$ cat config.mk
export PLATFORM = sky130hd
export DESIGN_NAME = slcan_line_frame_parser_core
export DESIGN_NICKNAME = d
export VERILOG_FILES = /design/src/hw/rtl/slcan_pkg.sv /design/src/hw/rtl/slcan_line.sv /design/src/hw/rtl/slcan_frame_reg.sv /design/src/hw/rtl/slcan_line_frame_parser_core.sv
export SDC_FILE = /design/constraint.sdc
export NUM_CORES = 1
export LEC_CHECK = 0
export BUFFER_PORTS_ARGS = -buffer_cell sky130_fd_sc_hd__buf_2
export CAP_MARGIN = 20
export CORE_ASPECT_RATIO = 1.25
export CORE_MARGIN = 1
export CORE_UTILIZATION = 55
export DETAILED_ROUTE_END_ITERATION = 8
export GPL_TIMING_DRIVEN = 0
export PLACE_DENSITY = 0.76
export SYNTH_ARGS = -nofsm -noshare
export SYNTH_HDL_FRONTEND = slang
export SYNTH_SLANG_ARGS = --single-unit
export TNS_END_PERCENT = 5
$ cat constraint.sdc
create_clock -name clk -period 10.4 [get_ports clk]
set_input_delay 0 -clock clk [delete_from_list [all_inputs] [get_ports clk]]
set_output_delay 0 -clock clk [all_outputs]
set_load 0.01 [all_outputs]
$ cat src/hw/rtl/slcan_pkg.sv
// SLCAN line parser package: character codes, line kind encoding, result record
// and hex/type decode helpers. No dependencies; used by all slcan modules.
`default_nettype none

package slcan_pkg;

  localparam logic [7:0] CHAR_CR   = 8'h0D;
  localparam logic [7:0] CHAR_LF   = 8'h0A;
  localparam logic [7:0] CHAR_STD  = 8'h74;  // t
  localparam logic [7:0] CHAR_EXT  = 8'h54;  // T
  localparam logic [7:0] CHAR_EXTX = 8'h78;  // x
  localparam logic [7:0] CHAR_SRTR = 8'h72;  // r
  localparam logic [7:0] CHAR_ERTR = 8'h52;  // R
  localparam logic [7:0] CHAR_ZERO = 8'h30;
  localparam logic [7:0] CHAR_EIGHT = 8'h38;

  localparam logic [5:0] COUNT_MAX    = 6'd63;
  localparam logic [2:0] TAIL_MAX     = 3'd5;
  localparam logic [2:0] STAMP_DIGITS = 3'd4;
  localparam logic [3:0] ID_STD_DIGITS = 4'd3;
  localparam logic [3:0] ID_EXT_DIGITS = 4'd8;

  typedef enum logic [2:0] {
    KIND_NONE    = 3'd0,
    KIND_STD     = 3'd1,
    KIND_EXT     = 3'd2,
    KIND_STD_RTR = 3'd3,
    KIND_EXT_RTR = 3'd4,
    KIND_BAD     = 3'd5
  } kind_t;

  typedef struct packed {
    logic        status;
    logic [31:0] can_id;
    logic        is_extended;
    logic        is_remote;
    logic [3:0]  length_code;
    logic [63:0] payload;
    logic [15:0] stamp_ms;
    logic        has_stamp;
  } res_t;

  typedef struct packed {
    logic emit;
    logic busy;
  } line_ctl_t;

  // bit 4 set: not a hex digit
  function automatic logic [4:0] hex_nib(input logic [7:0] c);
    logic [4:0] r;
    r = 5'h10;
    if (c >= 8'h30 && c <= 8'h39) r = {1'b0, c[3:0]};
    else if ((c >= 8'h61 && c <= 8'h66) || (c >= 8'h41 && c <= 8'h46))
      r = {1'b0, 4'(c[3:0] + 4'd9)};
    return r;
  endfunction

  function automatic kind_t kind_of(input logic [7:0] c);
    kind_t k;
    k = KIND_BAD;
    if (c == CHAR_STD) k = KIND_STD;
    else if (c == CHAR_EXT || c == CHAR_EXTX) k = KIND_EXT;
    else if (c == CHAR_SRTR) k = KIND_STD_RTR;
    else if (c == CHAR_ERTR) k = KIND_EXT_RTR;
    return k;
  endfunction

endpackage

`default_nettype wire

$ cat src/hw/rtl/slcan_line.sv
// Line state and field accumulators; decides the result of a line at CR/LF.
// Depends on slcan_pkg.
`default_nettype none

module slcan_line (
  input  wire logic             clk,
  input  wire logic             rst,
  input  wire logic             adv,
  input  wire logic [7:0]       rx_char,
  input  wire logic             keep_remote,
  output slcan_pkg::line_ctl_t  ctl,
  output slcan_pkg::res_t       res
);

  logic [5:0]          cc, cc_next;
  slcan_pkg::kind_t    kind, kind_next;
  logic [31:0]         id_acc, id_acc_next;
  logic [3:0]          len_dig, len_dig_next;
  logic                len_bad, len_bad_next;
  logic [63:0]         data_acc, data_acc_next;
  logic [2:0]          tail, tail_next;
  logic [15:0]         stamp_acc, stamp_acc_next;
  logic                stopped, stopped_next;

  logic                is_term, ext, remote, reject, has_stamp;
  logic [3:0]          idlen;
  logic [4:0]          dlen;
  logic [4:0]          hx;
  logic                nonhex, stop_eff;
  logic [5:0]          q;
  logic [5:0]          boff;
  logic [6:0]          min_len;

  assign is_term = (rx_char == slcan_pkg::CHAR_CR) || (rx_char == slcan_pkg::CHAR_LF);
  assign ext     = (kind == slcan_pkg::KIND_EXT) || (kind == slcan_pkg::KIND_EXT_RTR);
  assign remote  = (kind == slcan_pkg::KIND_STD_RTR) || (kind == slcan_pkg::KIND_EXT_RTR);
  assign idlen   = ext ? slcan_pkg::ID_EXT_DIGITS : slcan_pkg::ID_STD_DIGITS;
  assign dlen    = (remote || len_bad) ? 5'd0 : {len_dig, 1'b0};
  assign hx      = slcan_pkg::hex_nib(rx_char);
  assign nonhex  = hx[4];
  assign q       = 6'(cc - 6'(idlen) - 6'd2);
  assign boff    = {q[3:1], 3'b000};
  assign min_len = 7'(idlen) + 7'd2;

  assign reject = (kind == slcan_pkg::KIND_BAD) || (kind == slcan_pkg::KIND_NONE)
                || ({1'b0, cc} < min_len) || len_bad
                || (!remote && ({1'b0, cc} < (min_len + 7'(dlen))));
  assign has_stamp = (tail == slcan_pkg::STAMP_DIGITS);

  assign ctl.busy = (cc != 6'd0);
  assign ctl.emit = is_term && ctl.busy && (reject || !remote || keep_remote);

  always_comb begin
    res = '0;
    if (reject) begin
      res.status = 1'b1;
    end else begin
      res.can_id      = id_acc;
      res.is_extended = ext;
      res.is_remote   = remote;
      res.length_code = len_dig;
      res.payload     = remote ? 64'd0 : data_acc;
      res.stamp_ms    = has_stamp ? stamp_acc : 16'd0;
      res.has_stamp   = has_stamp;
    end
  end

  always_comb begin
    cc_next        = cc;
    kind_next      = kind;
    id_acc_next    = id_acc;
    len_dig_next   = len_dig;
    len_bad_next   = len_bad;
    data_acc_next  = data_acc;
    tail_next      = tail;
    stamp_acc_next = stamp_acc;
    stopped_next   = stopped;
    stop_eff       = stopped;
    if (adv) begin
      if (is_term) begin
        if (cc != 6'd0) begin
          cc_next        = '0;
          kind_next      = slcan_pkg::KIND_NONE;
          id_acc_next    = '0;
          len_dig_next   = '0;
          len_bad_next   = 1'b0;
          data_acc_next  = '0;
          tail_next      = '0;
          stamp_acc_next = '0;
          stopped_next   = 1'b0;
        end
      end else begin
        if (cc != slcan_pkg::COUNT_MAX) cc_next = 6'(cc + 6'd1);
        if (cc == 6'd0) begin
          kind_next    = slcan_pkg::kind_of(rx_char);
          stopped_next = 1'b0;
        end else if (kind != slcan_pkg::KIND_BAD && kind != slcan_pkg::KIND_NONE) begin
          if (cc <= 6'(idlen)) begin
            stopped_next = stopped || nonhex;
            if (!(stopped || nonhex)) id_acc_next = {id_acc[27:0], hx[3:0]};
          end else if (cc == 6'(idlen) + 6'd1) begin
            if (rx_char inside {[slcan_pkg::CHAR_ZERO : slcan_pkg::CHAR_EIGHT]}) begin
              len_dig_next = rx_char[3:0];
            end else begin
              len_dig_next = 4'd0;
              len_bad_next = 1'b1;
            end
          end else if ({1'b0, q} < 7'(dlen)) begin
            stop_eff     = q[0] ? stopped : 1'b0;
            stopped_next = stop_eff || nonhex;
            if (!(stop_eff || nonhex))
              data_acc_next[boff +: 8] = {data_acc[boff +: 4], hx[3:0]};
          end else begin
            stop_eff     = (tail == 3'd0) ? 1'b0 : stopped;
            stopped_next = stop_eff;
            if (tail < slcan_pkg::STAMP_DIGITS) begin
              stopped_next = stop_eff || nonhex;
              if (!(stop_eff || nonhex)) stamp_acc_next = {stamp_acc[11:0], hx[3:0]};
            end
            if (tail < slcan_pkg::TAIL_MAX) tail_next = 3'(tail + 3'd1);
          end
        end
      end
    end
  end

  always_ff @(posedge clk) begin
    if (rst) begin
      cc        <= '0;
      kind      <= slcan_pkg::KIND_NONE;
      id_acc    <= '0;
      len_dig   <= '0;
      len_bad   <= 1'b0;
      data_acc  <= '0;
      tail      <= '0;
      stamp_acc <= '0;
      stopped   <= 1'b0;
    end else begin
      cc        <= cc_next;
      kind      <= kind_next;
      id_acc    <= id_acc_next;
      len_dig   <= len_dig_next;
      len_bad   <= len_bad_next;
      data_acc  <= data_acc_next;
      tail      <= tail_next;
      stamp_acc <= stamp_acc_next;
      stopped   <= stopped_next;
    end
  end

  chk_tail_sat: assert property (@(posedge clk) disable iff (rst)
    tail <= slcan_pkg::TAIL_MAX)
    else $error("tail count past saturation");

  chk_len_range: assert property (@(posedge clk) disable iff (rst)
    len_dig <= 4'd8)
    else $error("length digit out of range");

  chk_clear: assert property (@(posedge clk) disable iff (rst)
    (adv && is_term && ctl.busy) |=> (cc == 6'd0 && kind == slcan_pkg::KIND_NONE))
    else $error("line state not cleared at end of line");

endmodule

`default_nettype wire

$ cat src/hw/rtl/slcan_frame_reg.sv
// Result register: holds one parsed frame until the downstream side takes it.
// Depends on slcan_pkg.
`default_nettype none

module slcan_frame_reg (
  input  wire logic            clk,
  input  wire logic            rst,
  input  wire logic            load,
  input  wire slcan_pkg::res_t res_in,
  output logic                 free,
  output logic                 frame_valid,
  input  wire logic            frame_ready,
  output slcan_pkg::res_t      res_q
);

  assign free = !frame_valid || frame_ready;

  always_ff @(posedge clk) begin
    if (rst) begin
      frame_valid <= 1'b0;
    end else if (load) begin
      frame_valid <= 1'b1;
    end else if (frame_ready) begin
      frame_valid <= 1'b0;
    end
  end

  always_ff @(posedge clk) begin
    if (load) res_q <= res_in;
  end

  chk_no_overwrite: assert property (@(posedge clk) disable iff (rst)
    load |-> free)
    else $error("frame overwritten before it was taken");

  chk_load_valid: assert property (@(posedge clk) disable iff (rst)
    load |=> frame_valid)
    else $error("loaded frame not presented");

  chk_reject_zero: assert property (@(posedge clk) disable iff (rst)
    (frame_valid && res_q.status) |-> (res_q.can_id == 32'd0 && res_q.payload == 64'd0
                                       && res_q.has_stamp == 1'b0))
    else $error("rejected line carries field data");

endmodule

`default_nettype wire

$ cat src/hw/rtl/slcan_line_frame_parser_core.sv
// SLCAN ASCII line parser, top level. Takes one character per beat on rx and returns
// one frame beat per non-empty line (none for a dropped remote line) on frame.
// Depends on slcan_pkg, slcan_line and slcan_frame_reg.
//
// Accepts one character every cycle while rx_ready is high. A character is held in an
// input register and applied to the line accumulators when it advances; the frame
// for a CR or LF is loaded into the result register at that same edge, so frame_valid
// rises at the edge on which the line end leaves the input register.
// rx_ready drops only while a line end that yields a frame waits behind a frame not
// yet taken.
// keep_remote (written through keep_remote_we/keep_remote_wdata, reset 0) selects
// whether parsed remote frames are delivered.
`default_nettype none

module slcan_line_frame_parser_core (
  input  wire logic        clk,
  input  wire logic        rst,
  input  wire logic        keep_remote_we,
  input  wire logic        keep_remote_wdata,
  input  wire logic        rx_valid,
  output logic             rx_ready,
  input  wire logic [7:0]  rx_byte,
  output logic             frame_valid,
  input  wire logic        frame_ready,
  output logic             status,
  output logic [31:0]      can_id,
  output logic             is_extended,
  output logic             is_remote,
  output logic [3:0]       length_code,
  output logic [63:0]      payload,
  output logic [15:0]      stamp_ms,
  output logic             has_stamp
);

  logic                 keep_remote;
  logic                 in_full;
  logic [7:0]           in_byte;
  logic                 advance;
  logic                 free;
  slcan_pkg::line_ctl_t ctl;
  slcan_pkg::res_t      res_c;
  slcan_pkg::res_t      res_q;

  always_ff @(posedge clk) begin
    if (rst) begin
      keep_remote <= 1'b0;
    end else if (keep_remote_we) begin
      keep_remote <= keep_remote_wdata;
    end
  end

  assign advance  = in_full && (!ctl.emit || free);
  assign rx_ready = !in_full || advance;

  always_ff @(posedge clk) begin
    if (rst) begin
      in_full <= 1'b0;
    end else if (rx_valid && rx_ready) begin
      in_full <= 1'b1;
    end else if (advance) begin
      in_full <= 1'b0;
    end
  end

  always_ff @(posedge clk) begin
    if (rx_valid && rx_ready) in_byte <= rx_byte;
  end

  slcan_line u_line (
    .clk         (clk),
    .rst         (rst),
    .adv         (advance),
    .rx_char     (in_byte),
    .keep_remote (keep_remote),
    .ctl         (ctl),
    .res         (res_c)
  );

  slcan_frame_reg u_frame (
    .clk         (clk),
    .rst         (rst),
    .load        (advance && ctl.emit),
    .res_in      (res_c),
    .free        (free),
    .frame_valid (frame_valid),
    .frame_ready (frame_ready),
    .res_q       (res_q)
  );

  assign status      = res_q.status;
  assign can_id      = res_q.can_id;
  assign is_extended = res_q.is_extended;
  assign is_remote   = res_q.is_remote;
  assign length_code = res_q.length_code;
  assign payload     = res_q.payload;
  assign stamp_ms    = res_q.stamp_ms;
  assign has_stamp   = res_q.has_stamp;

  chk_stall_cause: assert property (@(posedge clk) disable iff (rst)
    !rx_ready |-> (in_full && ctl.emit && frame_valid && !frame_ready))
    else $error("input stalled without a blocked frame");

  chk_hold_byte: assert property (@(posedge clk) disable iff (rst)
    (in_full && !advance) |=> (in_full && $stable(in_byte)))
    else $error("held character lost");

endmodule

`default_nettype wire

==> results.json, run 1 <==
{
  "status": "finished, final reports clean",
  "fin_crit_ps": 5360,
  "layout-drive-gt1-share_pct": 19.4,
  "fin_crit_sh_pct": 51.6,
  "wl_mm": 27.6,
  "cts_setup_buffers": 0,
  "grt.busiest_layer": "met2",
  "grt_setup_unrepaired": "false",
  "drv_cap": 0,
  "clk-insertion-delay-late_ps": 520,
  "grt.met3_usage_pct": 2.73,
  "yosysSeqAreaShare_pct": 55.7,
  "io_buffers": 134,
  "drtIter0Drc": 716,
  "met1_usage_pct": 30.3,
  "clockBufferDepth": 3,
  "setup_viol": 0,
  "num_vias": 8687,
  "vias_per_cell": 5.87,
  "regToRegSetupSlack_ps": 5040,
  "cts.sink_count": 261,
  "numCtsBuffers": 25,
  "start_util_pct": 56.1,
  "synth_largest_area_cell": "edfxtp_1",
  "min_to": "in_byte[2]$_DFFE_PP_",
  "antenna_cells": 0,
  "fp.dieH_um": 165,
  "area_delta_synth_final_pct": 17.6,
  "worstHoldPathType": "input port to register",
  "drtPass1Iterations": 5,
  "r2r_start": "u_line.kind[2]$_SDFFE_PP0P_",
  "rr_worst_depth": 19,
  "post_drt_wl_per_cell_um": 18.7,
  "synthArstFlopShare_pct": 0,
  "arrival_ps": 5770,
  "num_rows": 59,
  "clk_pin_slew_ps": 60,
  "root_buffer": "clkbuf_16",
  "total_power_uw": 2120,
  "syn_avg_cell_area_um2": 11.6,
  "required_ps": 10800,
  "num-fill-cells": 1644,
  "holdPathStages": 2,
  "cts_tree": "built",
  "slew_headroom_pct": 25.1,
  "skew_ps": 7.47,
  "hold_violations": 0,
  "peakVddDrop_v": 0.000145,
  "worstPathMaxFanout": 10,
  "synthesis.area_um2": 11700,
  "synth_ff_type": "dfxtp_1",
  "ys_types": 74,
  "core_area_um2": 20800,
  "critical_path_class": "register to register",
  "cts_max_level": 1,
  "worst_setup_path_start_kind": "register",
  "fin_nets": 1233,
  "postLayoutCoreUtil_pct": 66.0,
  "end_kind": "register",
  "grt_pass1_vias": 8319,
  "die_w_um": 132,
  "grt_overflow": 0,
  "grt_pass1_wl_mm": 43.8,
  "synth_area_leaders": "edfxtp_1, dfxtp_1, and2_1, ha_1, a32o_1",
  "dpl.cell_count": 1420,
  "dieArea_um2": 21800,
  "synthCells": 1008,
  "hpwl_mm": 19.6,
  "synth_enable_flop_cells": 128,
  "yosysTopAreaCellShare_pct": 32.9,
  "tightest_slew_ps": 1110,
  "io-pin-count": 136,
  "maxSlewViolCount": 0,
  "pwr_density_cell_nw_per_um2": 154,
  "max_freq_ghz": 0.186,
  "fin_cells": 1479,
  "gp_congestion": 0.951,
  "grt_max_degree": 36,
  "cts_resized": 0,
  "yosysWarnings": 0,
  "power.leakage_uw": 0.00526,
  "drc": 0,
  "hp-start": "rx_byte[2]",
  "ys_ff_latch": 261,
  "syn-num-nets": 1055,
  "grt_usage_pct": 25.4,
  "reg2reg_to": "u_line.data_acc[35]$_SDFFE_PP0P_",
  "antenna_found_initial": 0,
  "grtUsageMet2_pct": 46.8,
  "drtAntennaViolNets": 0
}
==> timing repair <==
action	CTS	global route
endpoints found under the hold margin	19	0
endpoints found under the setup margin	0	0
hold buffers	13	0
==> kinds of logic (layout without fill, tap and decap cells) <==
kind of cell	after synthesis	in the layout	share of synthesized area [%]
buffers and inverters	103	300	3.68
muxes	39	39	4.27
DFF	261	261	55.7
AOI/OAI and AO/OA	248	248	15.7
xor gates and xnor gates	9	9	0.739
adders and majority gates	33	33	3.60
and+or+nand+nor	315	315	16.3
==> routing by layer <==
metal / vias up / part of all wire, %
met5: - / 0
met4: 0 / 3.2
met3: 58 / 4.9
met2: 294 / 52
met1: 4215 / 40
li1: 4120 / -
==> cell usage after synthesis (20+ instances only) <==
cell type	instances
dfxtp_1	133
edfxtp_1	128
and2_1	102
a21oi_1	52
clkbuf_1	45
o21ai_0	43
inv_1	40
nand2b_1	38
nand2_1	37
ha_1	32
a32o_1	30
nor2_1	30
mux2i_1	24
a22o_1	22
nor2b_1	20
==> report_power, final <==
group	internal (uW)	total, uW	switching [uW]
clock network	520	895	375
logic	46.3	144	97.5
registers	1070	1080	4.98
==> worst max-delay path, cell delays in order, from the launching register on <==
cell       delay [ps]
dfxtp_1           290
buf_2             160
xnor2_2           380
nor2_1            160
ha_1              370
inv_1              80
ha_1              170
inv_1              60
fa_1              550
clkbuf_1          560
inv_1             130
ha_1              250
nor4b_1           410
a21oi_1           170
a2111oi_2         360
o21ba_2           180
buf_2             190
and3_1            170
buf_2             240
mux2_2            360
==> layout make-up <==
type | count | area [um^2] | area share [%]
Multi-Input combinational cell | 644 | 4760 | 34.6
Sequential cell | 261 | 6510 | 47.4
Clock buffer | 36 | 701 | 5.10
Clock inverter | 10 | 109 | 0.793
Inverter | 41 | 154 | 1.12
Timing Repair Buffer | 151 | 888 | 6.47
Tap cell | 274 | 343 | 2.50
Buffer | 62 | 277 | 2.01
==> through the flow <==
step	TNS [ps]	instance area (um^2)	hold WS, ps	worst slack [ps]
after floorplan	0	11700	98.9	2150
after global placement	-90080	12700	178	-762
after detailed placement	0	12800	180	5060
after CTS	0	13700	182	5090
after global routing	0	13700	196	4680
final	0	13700	197	5040
==> state kept, by name (all words and copies together), names as in the netlist <==
register	flops
u_line.tail	3
u_line.id_acc	32
u_line.stamp_acc	16
in_full	1
u_frame.frame_valid	1
u_frame.res_q	120
keep_remote	1
u_line.stopped	1
u_line.data_acc	64
u_line.kind	3
u_line.cc	6
u_line.len_bad	1
u_line.len_dig	4
in_byte	8
==> worst max path at each step <==
stage,depth (start not counted),to,slack [ps],startpoint
finish,19,u_line.data_acc[35]$_SDFFE_PP0P_,5040,u_line.kind[2]$_SDFFE_PP0P_
global route,19,u_line.data_acc[35]$_SDFFE_PP0P_,4680,u_line.kind[2]$_SDFFE_PP0P_
CTS,19,u_line.data_acc[35]$_SDFFE_PP0P_,5090,u_line.kind[2]$_SDFFE_PP0P_
detailed placement,19,u_line.data_acc[35]$_SDFFE_PP0P_,5060,u_line.kind[2]$_SDFFE_PP0P_
global placement,14,u_frame.res_q[63]$_SDFFCE_PP0P_,-760,in_byte[0]$_DFFE_PP_
floorplan,14,u_frame.res_q[0]$_SDFFCE_PP0P_,2150,in_byte[0]$_DFFE_PP_
==> placed cells by master, fill, tap and decap left out, drive strengths merged, types with 13 or more instances in the layout <==
| cell | netlist | layout |
|---|---|---|
| clkbuf | 45 | 81 |
| a21oi | 52 | 52 |
| a31oi | 17 | 17 |
| and2 | 102 | 102 |
| nand2b | 38 | 38 |
| nand2 | 37 | 37 |
| dfxtp | 133 | 133 |
| inv | 40 | 42 |
| nor2 | 31 | 31 |
| o21ai | 43 | 43 |
| ha | 32 | 32 |
| dlygate4sd3 | 0 | 13 |
| and4 | 18 | 18 |
| a32o | 30 | 30 |
| nor2b | 20 | 20 |
| mux2i | 24 | 24 |
| edfxtp | 128 | 128 |
| buf | 17 | 155 |
| a22o | 22 | 22 |
| a31o | 14 | 14 |
No activity file was read; power rests on OpenSTA's default activity.
==> inputs of run 2 (changes only) <==
==> constraint.sdc (replaced) <==
create_clock -name clk -period 5.34 [get_ports clk]
set_input_delay 0 -clock clk [delete_from_list [all_inputs] [get_ports clk]]
set_output_delay 0 -clock clk [all_outputs]
set_load 0.01 [all_outputs]
==> results.json, run 2 (synthesized netlist as in run 1, its figures left out) <==
{
  "status": "finished, final reports clean",
  "clockBufferDepth": 3,
  "antenna_found_initial": 0,
  "tightest_slew_ps": 1220,
  "arrival_ps": 5480,
  "core_area_um2": 20800,
  "worstPathMaxFanout": 10,
  "cts_setup_buffers": 0,
  "die_w_um": 132,
  "end_kind": "register",
  "drc": 0,
  "max_stage_delay_ps": 580,
  "worstHoldPathType": "input port to register",
  "clk-insertion-delay-late_ps": 520,
  "grt_usage_pct": 25.4,
  "placed_area_um2": 12800,
  "clk_pin_slew_ps": 70,
  "crit_buf_inv": 7,
  "top_register": "u_frame.res_q",
  "num_vias": 8782,
  "grt_pass1_wl_mm": 43.5,
  "root_buffer": "clkbuf_16",
  "drtAntennaViolNets": 0,
  "finalInstanceArea_um2": 13900,
  "power.leakage_uw": 0.00532,
  "start_util_pct": 56.1,
  "cts.sink_count": 261,
  "hold_violations": 0,
  "area_delta_synth_final_pct": 18.8,
  "dp_slack_ps": 33.7,
  "hpwl_mm": 19.8,
  "grt_setup_unrepaired": "false",
  "cts_tree": "built",
  "layout-drive-gt1-share_pct": 20.2,
  "maxSlewViolCount": 0,
  "final.setup.worst_slack_ps": 271,
  "postLayoutCoreUtil_pct": 66.6,
  "grt_overflow": 0,
  "tns_ps": 0,
  "crit_chain": "buf_2 -> xnor2_4 -> nor2_1 -> ha_1 -> inv_1 -> ha_1 -> inv_1 -> fa_1 -> clkbuf_2 -> inv_1 -> ha_1 -> nor4b_1 -> a21oi_1 -> a2111oi_2 -> o21ba_2 -> buf_2 -> and3_1 -> buf_2 -> mux2_2",
  "pwr_density_cell_nw_per_um2": 313,
  "fin_crit_sh_pct": 94.9,
  "grt_max_degree": 37,
  "io-pin-count": 136,
  "gp_congestion": 0.939,
  "total_power_uw": 4340,
  "post_drt_wl_per_cell_um": 18.9,
  "num_rows": 59,
  "drv_cap": 0,
  "critical_path_class": "register to register",
  "dieArea_um2": 21800,
  "cts_max_level": 1,
  "drtPass1Iterations": 5,
  "largest_register_ffs": 120,
  "io_buffers": 134,
  "slew_headroom_pct": 17.8,
  "reg.largest.list": "u_frame.res_q (120), u_line.data_acc (64), u_line.id_acc (32)",
  "fin_nets": 1233,
  "fin_crit_ps": 5070,
  "setup_viol": 0,
  "antenna_cells": 0,
  "slowest_stage": "fa_1",
  "peakVddDrop_v": 0.000271,
  "layout_common_cells": "buf_2, dfxtp_1, edfxtp_1",
  "fp.dieH_um": 165,
  "required_ps": 5750,
  "drtIter0Drc": 757,
  "final_common_cell": "buf_2",
  "worst_setup_path_start_kind": "register",
  "numCtsBuffers": 25,
  "wl_mm": 28.0,
  "skew_ps": 8.12,
  "worst_path_dominant_cell_family": "adder cells",
  "max_freq_ghz": 0.197,
  "vias_per_cell": 5.94,
  "grt_pass1_vias": 8213
}
## run 2: metal layers
layer	vias to the layer above	track usage [%]	wire length (um)	share of wire, %
met5	-	0	0	0
met4	0	9.04	772	2.8
met3	63	3.28	1480	5.3
met2	311	47.1	14600	52
met1	4274	30.1	11200	40
li1	4134	-	-	-
## run 2: layout make-up
type	instances	area, um^2
Buffer	62	279
Clock buffer	34	721
Clock inverter	12	205
Fill cell	1579	6940
Inverter	41	154
Multi-Input combinational cell	644	4780
Sequential cell	261	6510
Tap cell	274	343
Timing Repair Buffer	151	888
## run 2: per-stage QoR
step,hold slack (ps),cells
2_1_floorplan,98.9,1008
3_3_place_gp,179,1416
3_5_place_dp,179,1420
4_1_cts,167,1479
5_1_grt,184,1479
6_report,193,1479
## run 2: report_power, final
group,switching [uW],internal [uW]
registers,9.58,2090
clock network,764,1200
logic,193,91.6
total,966,3380
## run 2: what timing repair did
item | in CTS | in global routing
endpoints found under the hold margin | 19 | 0
hold buffers | 13 | 0
gates resized for setup | 1 | 4
endpoints found under the setup margin | 2 | 64
pin swaps | 0 | 0
## run 2: path summary, 6_finish.rpt
| kind | from | to | slack (ps) | cells past startpoint |
|---|---|---|---|---|
| worst min-delay path | rx_byte[3] | in_byte[3]$_DFFE_PP_ | 190 | 2 |
| worst min register to register | u_line.data_acc[7]$_SDFFE_PP0P_ | u_line.data_acc[7]$_SDFFE_PP0P_ | 450 | 1 |
| worst max register to register | u_line.kind[2]$_SDFFE_PP0P_ | u_line.data_acc[35]$_SDFFE_PP0P_ | 270 | 19 |
| worst max-delay path | u_line.kind[2]$_SDFFE_PP0P_ | u_line.data_acc[35]$_SDFFE_PP0P_ | 270 | 19 |
